--- config.mk ---
export PLATFORM = sky130hd
export DESIGN_NAME = rgb_to_hsv
export DESIGN_NICKNAME = d
export VERILOG_FILES = /design/src/rtl/rgb2hsv_pkg.sv /design/src/rtl/rgb_to_hsv.sv /design/src/rtl/rgb2hsv_front.sv /design/src/rtl/rgb2hsv_queue.sv /design/src/rtl/rgb2hsv_back.sv
export SDC_FILE = /design/constraint.sdc
export NUM_CORES = 2
export LEC_CHECK = 0
export BUFFER_PORTS_ARGS = -buffer_cell sky130_fd_sc_hd__buf_2
export CAP_MARGIN = 20
export CELL_PAD_IN_SITES_DETAIL_PLACEMENT = 2
export CELL_PAD_IN_SITES_GLOBAL_PLACEMENT = 2
export CORE_UTILIZATION = 41
export DETAILED_ROUTE_END_ITERATION = 12
export PLACE_DENSITY_LB_ADDON = 0.05
export SYNTH_ARGS = -nofsm -noshare
export SYNTH_HDL_FRONTEND = slang
export SYNTH_HIERARCHICAL = 1
export SYNTH_SLANG_ARGS = --single-unit
--- constraint.sdc ---
create_clock -name clk -period 6.85 [get_ports clk]
set_input_delay 0.3425 -clock clk [delete_from_list [all_inputs] [get_ports clk]]
set_output_delay 0.3425 -clock clk [all_outputs]
set_load 0.01 [all_outputs]
--- src/rtl/rgb2hsv_pkg.sv ---
// Shared types, constants and the divider step for the RGB to HSV converter.
// No dependencies; every other file in rtl/ uses it by scoped names.
`timescale 1ns / 1ps
package rgb2hsv_pkg;

  localparam int CH_W             = 8;
  localparam int HUE_W            = 9;
  localparam int PCT_W            = 15;
  localparam int QUO_W            = 15;
  localparam int DEN_W            = 8;
  localparam int NUM_W            = DEN_W + QUO_W;
  localparam int CHANNEL_FULL     = 255;
  localparam int PERCENT_Q8       = 25600;
  localparam int HUE_SECTOR_DEG   = 60;
  localparam int HUE_GREEN_OFFSET = 120;
  localparam int HUE_BLUE_OFFSET  = 240;
  localparam int HUE_FULL_TURN    = 360;
  localparam int QUEUE_DEPTH      = 2;

  // value = max * 25600 / 255 as a reciprocal multiply, exact for every byte
  localparam int VAL_SHIFT  = 16;
  localparam int VAL_RECIP  = (PERCENT_Q8 * (1 << VAL_SHIFT) + CHANNEL_FULL - 1)
                              / CHANNEL_FULL;
  localparam int VAL_PROD_W = 31;

  typedef struct packed {
    logic [CH_W-1:0] red;
    logic [CH_W-1:0] green;
    logic [CH_W-1:0] blue;
  } pixel_t;

  typedef struct packed {
    logic [HUE_W-1:0] hue_degrees;
    logic [PCT_W-1:0] saturation_q8;
    logic [PCT_W-1:0] value_q8;
  } hsv_t;

  typedef enum logic [1:0] {
    SECTOR_RED,
    SECTOR_GREEN,
    SECTOR_BLUE
  } sector_t;

  // one restoring-division lane: dividend bits still to go, divisor,
  // partial remainder and quotient so far
  typedef struct packed {
    logic [NUM_W-1:0] num;
    logic [DEN_W-1:0] den;
    logic [DEN_W-1:0] rem;
    logic [QUO_W-1:0] quo;
  } lane_t;

  typedef struct packed {
    lane_t            hue;
    lane_t            sat;
    logic [PCT_W-1:0] val;
    logic [HUE_W-1:0] base;
    logic             neg;
    logic             gray;
  } job_t;

  // retire one quotient bit, then shift the next dividend bit into place
  function automatic lane_t div_step(lane_t l);
    logic [DEN_W:0] part;
    logic           ge;
    lane_t          res;
    part     = {l.rem, l.num[QUO_W-1]};
    ge       = part >= {1'b0, l.den};
    res      = l;
    res.rem  = ge ? DEN_W'(part - {1'b0, l.den}) : part[DEN_W-1:0];
    res.quo  = {l.quo[QUO_W-2:0], ge};
    res.num  = {l.num[NUM_W-2:0], 1'b0};
    return res;
  endfunction

endpackage

--- src/rtl/rgb_to_hsv.sv ---
// RGB to HSV converter, top level: front end, job queue, divider pipeline.
// Depends on rgb2hsv_pkg, rgb2hsv_front, rgb2hsv_queue, rgb2hsv_back.
//
// Usage:
//   Drive a pixel on in_pixel and raise start; the item is taken at a rising
//   edge where start is high and busy is low. One item per clock is taken
//   back to back, so a camera or display stream runs at full pixel rate.
//   Each item yields one result on out_result, marked by out_valid for
//   exactly one cycle; the receiver cannot stall, so there is no ready.
//   The accepting edge loads the front end register; the item then passes
//   the job queue, fifteen divider stages (one quotient bit each, set by
//   the 15-bit saturation quotient) and the result register, whose load
//   raises out_valid. Throughput is one item per cycle; busy only rises if
//   the queue fills, which the divider pipeline never allows since it
//   drains the queue every cycle.
//   Reset (rst_n low, synchronous) empties the front end, queue and
//   pipeline; items in flight are dropped and no result appears for them.
`timescale 1ns / 1ps
module rgb_to_hsv #(
  parameter int QUEUE_DEPTH = rgb2hsv_pkg::QUEUE_DEPTH
) (
  input  logic                clk,
  input  logic                rst_n,
  input  logic                start,
  input  rgb2hsv_pkg::pixel_t in_pixel,
  output logic                busy,
  output logic                out_valid,
  output rgb2hsv_pkg::hsv_t   out_result
);

  localparam int LATENCY = rgb2hsv_pkg::QUO_W + 3;

  logic              q_full, job_valid, q_pop;
  rgb2hsv_pkg::job_t job, head;

  rgb2hsv_front u_front (
    .clk       (clk),
    .rst_n     (rst_n),
    .start     (start),
    .in_pixel  (in_pixel),
    .busy      (busy),
    .q_full    (q_full),
    .job_valid (job_valid),
    .job       (job)
  );

  rgb2hsv_queue #(
    .DEPTH (QUEUE_DEPTH)
  ) u_queue (
    .clk      (clk),
    .rst_n    (rst_n),
    .push     (job_valid),
    .push_job (job),
    .full     (q_full),
    .pop      (q_pop),
    .head     (head)
  );

  rgb2hsv_back u_back (
    .clk        (clk),
    .rst_n      (rst_n),
    .in_valid   (q_pop),
    .in_job     (head),
    .out_valid  (out_valid),
    .out_result (out_result)
  );

  a_result_has_item: assert property (@(posedge clk) disable iff (!rst_n)
    out_valid |-> $past(start && !busy, LATENCY))
    else $error("result without an accepted item");

  a_gray_hue_zero: assert property (@(posedge clk) disable iff (!rst_n)
    (out_valid && out_result.saturation_q8 == '0) |-> out_result.hue_degrees == '0)
    else $error("zero saturation with nonzero hue");

  a_hue_range: assert property (@(posedge clk) disable iff (!rst_n)
    out_valid |-> (out_result.hue_degrees < 9'(rgb2hsv_pkg::HUE_FULL_TURN)
      && out_result.saturation_q8 <= 15'(rgb2hsv_pkg::PERCENT_Q8)))
    else $error("result field out of range");

endmodule

--- src/rtl/rgb2hsv_front.sv ---
// Front end: takes pixel items, finds max/min and hue sector, and builds
// the hue and saturation division jobs and the value. Depends on rgb2hsv_pkg.
`timescale 1ns / 1ps
module rgb2hsv_front (
  input  logic                clk,
  input  logic                rst_n,
  input  logic                start,
  input  rgb2hsv_pkg::pixel_t in_pixel,
  output logic                busy,
  input  logic                q_full,
  output logic                job_valid,
  output rgb2hsv_pkg::job_t   job
);

  localparam int CH_W       = rgb2hsv_pkg::CH_W;
  localparam int NUM_W      = rgb2hsv_pkg::NUM_W;
  localparam int QUO_W      = rgb2hsv_pkg::QUO_W;
  localparam int HUE_W      = rgb2hsv_pkg::HUE_W;
  localparam int PCT_W      = rgb2hsv_pkg::PCT_W;
  localparam int VAL_PROD_W = rgb2hsv_pkg::VAL_PROD_W;

  logic                valid_r, valid_nxt;
  rgb2hsv_pkg::job_t   job_r, job_nxt;
  rgb2hsv_pkg::sector_t sector;
  logic [CH_W-1:0]     mx, mn, d, op_a, op_b, mag;
  logic                neg, accept, push;
  logic [NUM_W-1:0]    hue_num, sat_num;
  logic [VAL_PROD_W-1:0] val_prod;

  assign busy   = valid_r && q_full;
  assign accept = start && !busy;
  assign push   = valid_r && !q_full;

  always_comb begin
    if (in_pixel.red >= in_pixel.green && in_pixel.red >= in_pixel.blue) begin
      sector = rgb2hsv_pkg::SECTOR_RED;
    end else if (in_pixel.green >= in_pixel.blue) begin
      sector = rgb2hsv_pkg::SECTOR_GREEN;
    end else begin
      sector = rgb2hsv_pkg::SECTOR_BLUE;
    end

    mn = in_pixel.red;
    if (in_pixel.green < mn) mn = in_pixel.green;
    if (in_pixel.blue < mn) mn = in_pixel.blue;

    case (sector)
      rgb2hsv_pkg::SECTOR_RED: begin
        mx   = in_pixel.red;
        op_a = in_pixel.green;
        op_b = in_pixel.blue;
      end
      rgb2hsv_pkg::SECTOR_GREEN: begin
        mx   = in_pixel.green;
        op_a = in_pixel.blue;
        op_b = in_pixel.red;
      end
      default: begin
        mx   = in_pixel.blue;
        op_a = in_pixel.red;
        op_b = in_pixel.green;
      end
    endcase

    d   = mx - mn;
    neg = op_a < op_b;
    mag = neg ? op_b - op_a : op_a - op_b;

    hue_num  = NUM_W'(mag) * NUM_W'(rgb2hsv_pkg::HUE_SECTOR_DEG);
    sat_num  = NUM_W'(d) * NUM_W'(rgb2hsv_pkg::PERCENT_Q8);
    val_prod = VAL_PROD_W'(mx) * VAL_PROD_W'(rgb2hsv_pkg::VAL_RECIP);

    job_nxt.hue.num = hue_num;
    job_nxt.hue.den = d;
    job_nxt.hue.rem = hue_num[NUM_W-1:QUO_W];
    job_nxt.hue.quo = '0;
    job_nxt.sat.num = sat_num;
    job_nxt.sat.den = mx;
    job_nxt.sat.rem = sat_num[NUM_W-1:QUO_W];
    job_nxt.sat.quo = '0;
    job_nxt.val     = val_prod[rgb2hsv_pkg::VAL_SHIFT +: PCT_W];
    job_nxt.neg     = neg;
    job_nxt.gray    = d == '0;

    case (sector)
      rgb2hsv_pkg::SECTOR_RED:
        job_nxt.base = neg ? HUE_W'(rgb2hsv_pkg::HUE_FULL_TURN) : '0;
      rgb2hsv_pkg::SECTOR_GREEN:
        job_nxt.base = HUE_W'(rgb2hsv_pkg::HUE_GREEN_OFFSET);
      default:
        job_nxt.base = HUE_W'(rgb2hsv_pkg::HUE_BLUE_OFFSET);
    endcase

    if (accept) begin
      valid_nxt = 1'b1;
    end else if (push) begin
      valid_nxt = 1'b0;
    end else begin
      valid_nxt = valid_r;
    end
  end

  always_ff @(posedge clk) begin
    if (!rst_n) begin
      valid_r <= 1'b0;
    end else begin
      valid_r <= valid_nxt;
    end
  end

  always_ff @(posedge clk) begin
    if (accept) begin
      job_r <= job_nxt;
    end
  end

  assign job_valid = push;
  assign job       = job_r;

endmodule

--- src/rtl/rgb2hsv_queue.sv ---
// Short job queue between front end and divider pipeline; drains one job
// per cycle whenever it holds any. Depends on rgb2hsv_pkg.
`timescale 1ns / 1ps
module rgb2hsv_queue #(
  parameter int DEPTH = rgb2hsv_pkg::QUEUE_DEPTH
) (
  input  logic              clk,
  input  logic              rst_n,
  input  logic              push,
  input  rgb2hsv_pkg::job_t push_job,
  output logic              full,
  output logic              pop,
  output rgb2hsv_pkg::job_t head
);

  localparam int PTR_W = $clog2(DEPTH);
  localparam int CNT_W = $clog2(DEPTH + 1);

  rgb2hsv_pkg::job_t mem_r [DEPTH];
  logic [PTR_W-1:0]  wr_ptr_r, wr_ptr_nxt, rd_ptr_r, rd_ptr_nxt;
  logic [CNT_W-1:0]  count_r, count_nxt;

  assign full = count_r == CNT_W'(DEPTH);
  assign pop  = count_r != '0;
  assign head = mem_r[rd_ptr_r];

  always_comb begin
    wr_ptr_nxt = wr_ptr_r;
    rd_ptr_nxt = rd_ptr_r;
    count_nxt  = count_r;
    if (push) begin
      wr_ptr_nxt = (wr_ptr_r == PTR_W'(DEPTH - 1)) ? '0 : wr_ptr_r + PTR_W'(1);
    end
    if (pop) begin
      rd_ptr_nxt = (rd_ptr_r == PTR_W'(DEPTH - 1)) ? '0 : rd_ptr_r + PTR_W'(1);
    end
    if (push && !pop) begin
      count_nxt = count_r + CNT_W'(1);
    end else if (pop && !push) begin
      count_nxt = count_r - CNT_W'(1);
    end
  end

  always_ff @(posedge clk) begin
    if (!rst_n) begin
      wr_ptr_r <= '0;
      rd_ptr_r <= '0;
      count_r  <= '0;
    end else begin
      wr_ptr_r <= wr_ptr_nxt;
      rd_ptr_r <= rd_ptr_nxt;
      count_r  <= count_nxt;
    end
  end

  always_ff @(posedge clk) begin
    if (push) begin
      mem_r[wr_ptr_r] <= push_job;
    end
  end

endmodule

--- src/rtl/rgb2hsv_back.sv ---
// Back end: restoring-division pipeline, one quotient bit per stage for
// hue and saturation, then the hue fix-up and result register.
// Depends on rgb2hsv_pkg.
`timescale 1ns / 1ps
module rgb2hsv_back (
  input  logic               clk,
  input  logic               rst_n,
  input  logic               in_valid,
  input  rgb2hsv_pkg::job_t  in_job,
  output logic               out_valid,
  output rgb2hsv_pkg::hsv_t  out_result
);

  localparam int STAGES = rgb2hsv_pkg::QUO_W;
  localparam int HUE_W  = rgb2hsv_pkg::HUE_W;
  localparam int PCT_W  = rgb2hsv_pkg::PCT_W;

  logic              stage_valid_r [STAGES];
  rgb2hsv_pkg::job_t stage_r [STAGES];
  logic              out_valid_r;
  rgb2hsv_pkg::hsv_t out_result_r, out_result_nxt;
  rgb2hsv_pkg::job_t last;
  logic [HUE_W-1:0]  q9, hue_raw;

  function automatic rgb2hsv_pkg::job_t job_step(rgb2hsv_pkg::job_t j);
    rgb2hsv_pkg::job_t res;
    res     = j;
    res.hue = rgb2hsv_pkg::div_step(j.hue);
    res.sat = rgb2hsv_pkg::div_step(j.sat);
    return res;
  endfunction

  always_ff @(posedge clk) begin
    if (!rst_n) begin
      for (int i = 0; i < STAGES; i++) begin
        stage_valid_r[i] <= 1'b0;
      end
      out_valid_r <= 1'b0;
    end else begin
      stage_valid_r[0] <= in_valid;
      for (int i = 1; i < STAGES; i++) begin
        stage_valid_r[i] <= stage_valid_r[i-1];
      end
      out_valid_r <= stage_valid_r[STAGES-1];
    end
  end

  always_ff @(posedge clk) begin
    stage_r[0] <= job_step(in_job);
    for (int i = 1; i < STAGES; i++) begin
      stage_r[i] <= job_step(stage_r[i-1]);
    end
    out_result_r <= out_result_nxt;
  end

  // a negative zero in the red sector lands on a full turn: fold it to 0
  always_comb begin
    last    = stage_r[STAGES-1];
    q9      = last.hue.quo[HUE_W-1:0];
    hue_raw = last.neg ? last.base - q9 : last.base + q9;
    if (last.gray || hue_raw == HUE_W'(rgb2hsv_pkg::HUE_FULL_TURN)) begin
      out_result_nxt.hue_degrees = '0;
    end else begin
      out_result_nxt.hue_degrees = hue_raw;
    end
    out_result_nxt.saturation_q8 = last.gray ? '0 : last.sat.quo[PCT_W-1:0];
    out_result_nxt.value_q8      = last.val;
  end

  assign out_valid  = out_valid_r;
  assign out_result = out_result_r;

endmodule
* After elaboration in Yosys (flattened, before gate mapping)
Memory sizes are Yosys's and may differ from the RTL's. A register that Yosys moved wholly into a read port is not among the register bits.
Index checks and enable logic that the tools add are counted.
W data, S select, Z words.
** Operators by class
- Add/sub/neg operators :: 39
- Multiply operators :: 3
- Magnitude comparators :: 36
- Equal/unequal tests :: 3
- Multiplexer cells :: 68
- Bitwise gates (word level) :: 15
- Reduce and logical (&&, ||, !) cells :: 17
** Operator list (number)
- $mux W8 :: 33
- $ge A9 B8 Y1 :: 29
- $sub A8 B8 Y8 :: 32
- $pmux W8 S2 :: 3
- $mul A8 B23 Y31 const B :: 1
- $mux W1 :: 25
- $ge A8 B8 Y1 :: 3
- $lt A8 B8 Y1 :: 3
- $mux W9 :: 2
- $pmux W9 S2 :: 1
- $or A1 B1 Y1 :: 15
- $mul A8 B5 Y13 const B :: 1
- $mul A8 B4 Y12 const B :: 1
- $add A9 B9 Y9 :: 1
- $eq A9 B9 Y1 const B :: 1
- $ge A9 B8 Y1 const A :: 1
- $sub A9 B9 Y9 :: 1
- $logic_not A8 Y1 :: 1
- $mux W2 :: 4
- $sub A8 B8 Y8 const A :: 1
- $logic_and A1 B1 Y1 :: 6
- $reduce_bool A2 Y1 :: 3
- $logic_not A1 Y1 :: 5
- $add A1 B1 Y1 const B :: 2
- 6 further kinds :: 6
** Word-level totals
- Flip-flop bits (word level) :: 119
- Bits in writable memories :: 2145
- Bits of input ports :: 27
- Word-level logic and storage cells :: 200
- Memories kept :: 3
** Memories
- u_back.stage_r :: depth 15, width 132, read ports 15, clocked after Yosys merged registers in 0, write ports 15, RTL line rgb2hsv_back.sv:19 : rgb2hsv_pkg::job_t stage_r [STAGES];
- u_queue.mem_r :: depth 2, width 75, read ports 1, clocked after Yosys merged registers in 1, write ports 1, RTL line rgb2hsv_queue.sv:19 : rgb2hsv_pkg::job_t mem_r [DEPTH];
- u_back.stage_valid_r :: depth 15, width 1, read ports 15, clocked after Yosys merged registers in 1, write ports 15, RTL line rgb2hsv_back.sv:18 : logic stage_valid_r [STAGES];

* Logic depth before layout (Yosys ltp)
- Depth after elaboration :: 8
- Gate-level depth with buffers :: 37

* By module
Netlist, hierarchy kept.
** By module, submodules not included
- rgb2hsv_back :: instances 1, cells an instance 3116, area each 38992.4 µm², sequential area each 25384.3 µm²
- rgb2hsv_queue :: instances 1, cells an instance 439, area each 10124.7 µm², sequential area each 8147.8 µm²
- rgb2hsv_front :: instances 1, cells an instance 892, area each 8200.4 µm², sequential area each 1821.7 µm²

* Worst setup path after synthesis
No wires, ideal clock.
- Path type :: flip-flop to flip-flop
- Start :: register u_queue.count_r[0]
- End :: memory u_queue/mem_r[0][0] (netlist name) (enable)
- Setup time :: 0.645 ns
- Arrival :: 6.703 ns
- Slack :: -0.498 ns
- Stages on the path, launching flop included :: 4
- Buffers on the path :: 0
- Cells stage by stage :: dfxtp_1 and2b_1 nor2b_1 nor2b_1
** Between the ends
- Cells in the longest elaborated chain, start to end :: 5
** Ends and longest elaborated chain
- from (decl) :: RTL line rgb2hsv_queue.sv:21 : logic [CNT_W-1:0] count_r, count_nxt;
- from (signal assigned) :: RTL line rgb2hsv_queue.sv:52 : count_r <= count_nxt;
- $eq A2 B2 Y1 :: RTL line rgb2hsv_queue.sv:23 : assign full = count_r == CNT_W'(DEPTH);
- via q_full :: RTL line rgb_to_hsv.sv:33 : logic q_full, job_valid, q_pop;
- $logic_not A1 Y1 :: RTL line rgb2hsv_front.sv:32 : assign push = valid_r && !q_full;
- $logic_and A1 B1 Y1 :: RTL line rgb2hsv_front.sv:32
- via job_valid :: RTL line rgb_to_hsv.sv:33
- $mux W1 :: RTL line rgb2hsv_queue.sv:57 : if (push) begin
- $mux W1 (not written as such) :: RTL line rgb2hsv_queue.sv:58 : mem_r[wr_ptr_r] <= push_job;
- to (decl) :: RTL line rgb2hsv_queue.sv:19
The timed path passes the listed nets, and every way through them passes these cells.

* Worst setup path in the final report
- Start :: input port in_pixel[0] (netlist name)
- End :: register u_front.job_r, in the netlist u_front/job[124], data pin
** Between the ends
- Cells in the longest elaborated chain, start to end :: 8
- Elaborated cells between the ends (all ways) :: 14
- Classes of those cells :: add/sub: 2; mul: 1; order compare: 3; eq/ne: 1; mux: 5; reduce/logical: 2
** Ends and longest elaborated chain
- from (decl) :: RTL line rgb_to_hsv.sv:25 : input rgb2hsv_pkg::pixel_t in_pixel,
- $ge A8 B8 Y1 (on tied branches) :: RTL line rgb2hsv_front.sv:37, rgb2hsv_front.sv:35
- $mux W2 or $logic_and A1 B1 Y1 (tied branches) :: RTL line rgb2hsv_front.sv:37, rgb2hsv_front.sv:35
- $mux W2 :: RTL line rgb2hsv_front.sv:35 : if (in_pixel.red >= in_pixel.green && in_pixel.red >= in_pixel.blue) begin
- $eq A2 B1 Y1 or $logic_not A2 Y1 (tied branches) :: RTL line rgb2hsv_front.sv:47 : case (sector)
- $pmux W8 S2 :: RTL line rgb2hsv_front.sv:47
- $sub A8 B8 Y8 or $lt A8 B8 Y1 (tied branches) :: RTL line rgb2hsv_front.sv:67, rgb2hsv_front.sv:66
- $mux W8 * :: RTL line rgb2hsv_front.sv:67 : mag = neg ? op_b - op_a : op_a - op_b;
- $mul A8 B4 Y12 * :: RTL line rgb2hsv_front.sv:69 : hue_num = NUM_W'(mag) * NUM_W'(rgb2hsv_pkg::HUE_SECTOR_DEG);
- via u_front.hue_num[13] :: RTL line rgb2hsv_front.sv:27 : logic [NUM_W-1:0] hue_num, sat_num;
- to (signal assigned) :: RTL line rgb2hsv_front.sv:113 : job_r <= job_nxt;
- to (decl) :: RTL line rgb2hsv_front.sv:23 : rgb2hsv_pkg::job_t job_r, job_nxt;
The timed path passes the listed nets; every way through them passes the cells marked *.
A chain may end at the register's enable or synchronous reset.

==> impl_results.md <==
- Bufs on Longest Clock Path: 3
- Full die area: 132000 um^2
- Fin Hold WS: 0.221 ns
- Final Non-Filler Cells: 6437
- CTS H-tree depth: 4
- # DRC: 0
- Initial Util: 41.3%
- Hold Path Class: input port to flop
- Worst Skew: 0.0501 ns
- CTS tree: built
- Initial antenna violation count: 0
- Crit start category: input port
- Min Tclk post-route: 6.43 ns
- Total GRT Usage: 17.5%
- Setup Viol. Count Final: 0
- Layout cell share with drive strength beyond 1: 17.0%
- Status: finished clean
- # diodes: 0
- Crit path DAT: 6.93 ns
- Cell mode on critical path: o21bai_1
- Syn Area/Cell: 12.6 um^2
- Vias per cell: 4.70
- CTS Root Cell: clkbuf_16
- Worst-skew pair later-pin latency: 0.80 ns
- Unrepaired setup endpoints after global routing: false
- Final wirelength: 113000 um
- CP startpoint: in_pixel[0]
- Final Wtd Congestion: 0.812
- Total number of vias: 30286
- # clock sinks: 1510
- Final instance area: 62200 um^2
- Post-Synthesis Cells: 4261
- Reg area: 32600 um^2
- Startpoint of the worst hold path: in_pixel[21]
- Clk pin slew, worst setup/hold paths: 0.07 ns
- Largest net degree at the start of global routing: 64
- Drt initial violations: 856
- Post-CTS Setup Bufs: 0
- DR WL/cell: 17.5 um
- Slowest stage cell, crit path: fa_1
- Routed Antenna Nets: 0
- DP Area: 56700 um^2
- Die Span Y: 364 um
- Multi-input logic area: 18900 um^2
- Final hold vios: 0
- CP peak stage delay: 0.60 ns
- Crit Path Max Fanout: 6
- Final core utilization: 48.0%
- Dpl cells: 6146
- Core area: 130000 um^2
- Io pins: 68
- Final period util: 93.8%
- Fill cells: 12590
- Yosys warning count: 6
- First-pass GRT wire length: 183000 um
- Nets@finish: 5060
- Port Buffers: 67
- Max Freq: 156 MHz
- Num rows: 132
- CP Data Required Time: 7.35 ns
- Slew HR: 32.5%
- Area Overhead vs Synth: 16.1%
- GRT Residual Overflow: 0
- CTS Buf Count: 156
- Die width: 364 um
- Drt first pass iters: 5
- Post-synthesis cell area: 53600 um^2
- Max Slew Vio Count: 0
- DP HPWL: 78300 um
- Vias in the first global route: 34460
- Crit end category: flop
- Least-Margin Pin Slew: 1.01 ns
- CP Class: input port to flop
- Max Cap Viol: 0
path summary, 6_finish.rpt:
kind | to | slack, ns | cells past startpoint
min | u_front/job[54]$_DFFE_PP_ | 0.22 | 5
max | u_front/job[124]$_DFFE_PP_ | 0.42 | 30
min reg2reg | u_back/stage_r[0][917]$_DFF_P_ | 0.28 | 0
max reg2reg | u_back/stage_r[0][44]$_DFF_P_ | 3.01 | 11
cells in the final DEF, fill, tap and decap left out, types with 85 or more instances in the layout:
master,instances
nand2_1,133
a21oi_1,119
xnor2_1,95
inv_1,455
buf_4,128
mux2_2,160
dfxtp_1,1273
clkbuf_16,161
mux2i_1,85
edfxtp_1,236
o21ai_0,191
ha_1,406
nor2_1,235
registers in the layout (all words and copies together) (netlist names), named ones only:
| name | count |
|---|---|
| u_front/job | 60 |
| u_queue/mem_r | 176 |
| u_back/stage_valid_r | 15 |
| u_back/out_result | 39 |
| u_queue/count_r | 2 |
| u_queue/wr_ptr_r | 1 |
| u_back/out_valid | 1 |
| u_front/valid_r | 1 |
| u_back/stage_r | 1213 |
| u_queue/rd_ptr_r | 1 |
cell type report:
cell class              instances  area share [%]
clock buffers                 229            7.37
clock inverters                59            1.48
inverters                     455            2.74
multi-input cells            2243            30.4
flip-flops and latches       1510            52.4
well taps                    1742            3.50
repair buffers                199            2.14
routing by layer:
metal	wire [um]	part of all wire, %	GRT usage [%]	vias up
li1	-	-	-	14930
met4	3200	2.8	6.27	0
met1	47800	42	20.1	14862
met5	0	0	0	-
met2	58800	52	32.6	297
met3	2810	2.5	2.95	197
repair_timing:
item	CTS	global route
hold endpoints to repair	22	0
endpoints found under the setup margin	0	2
resized for setup	0	5
hold buffers	3	0
metrics by stage:
step,setup WS (ns),TNS [ns]
after floorplan,0.00444,0
after global placement,-0.246,-0.677
after detailed placement,-0.362,-1.73
after CTS,0.418,0
after global routing,0.0204,0
final,0.423,0
critical path, delay by kind of cell:
| kind | cells | cell delay [ns] |
|---|---|---|
| compound gates | 14 | 2.77 |
| buf+inv | 4 | 0.39 |
| fa+ha+maj | 6 | 2.26 |
| mux | 1 | 0.31 |
| xor+xnor | 2 | 0.33 |
| simple gates | 3 | 0.51 |
Power is not shown: default switching activity piles up to over one toggle a cycle in this logic, so the estimate is an artifact.
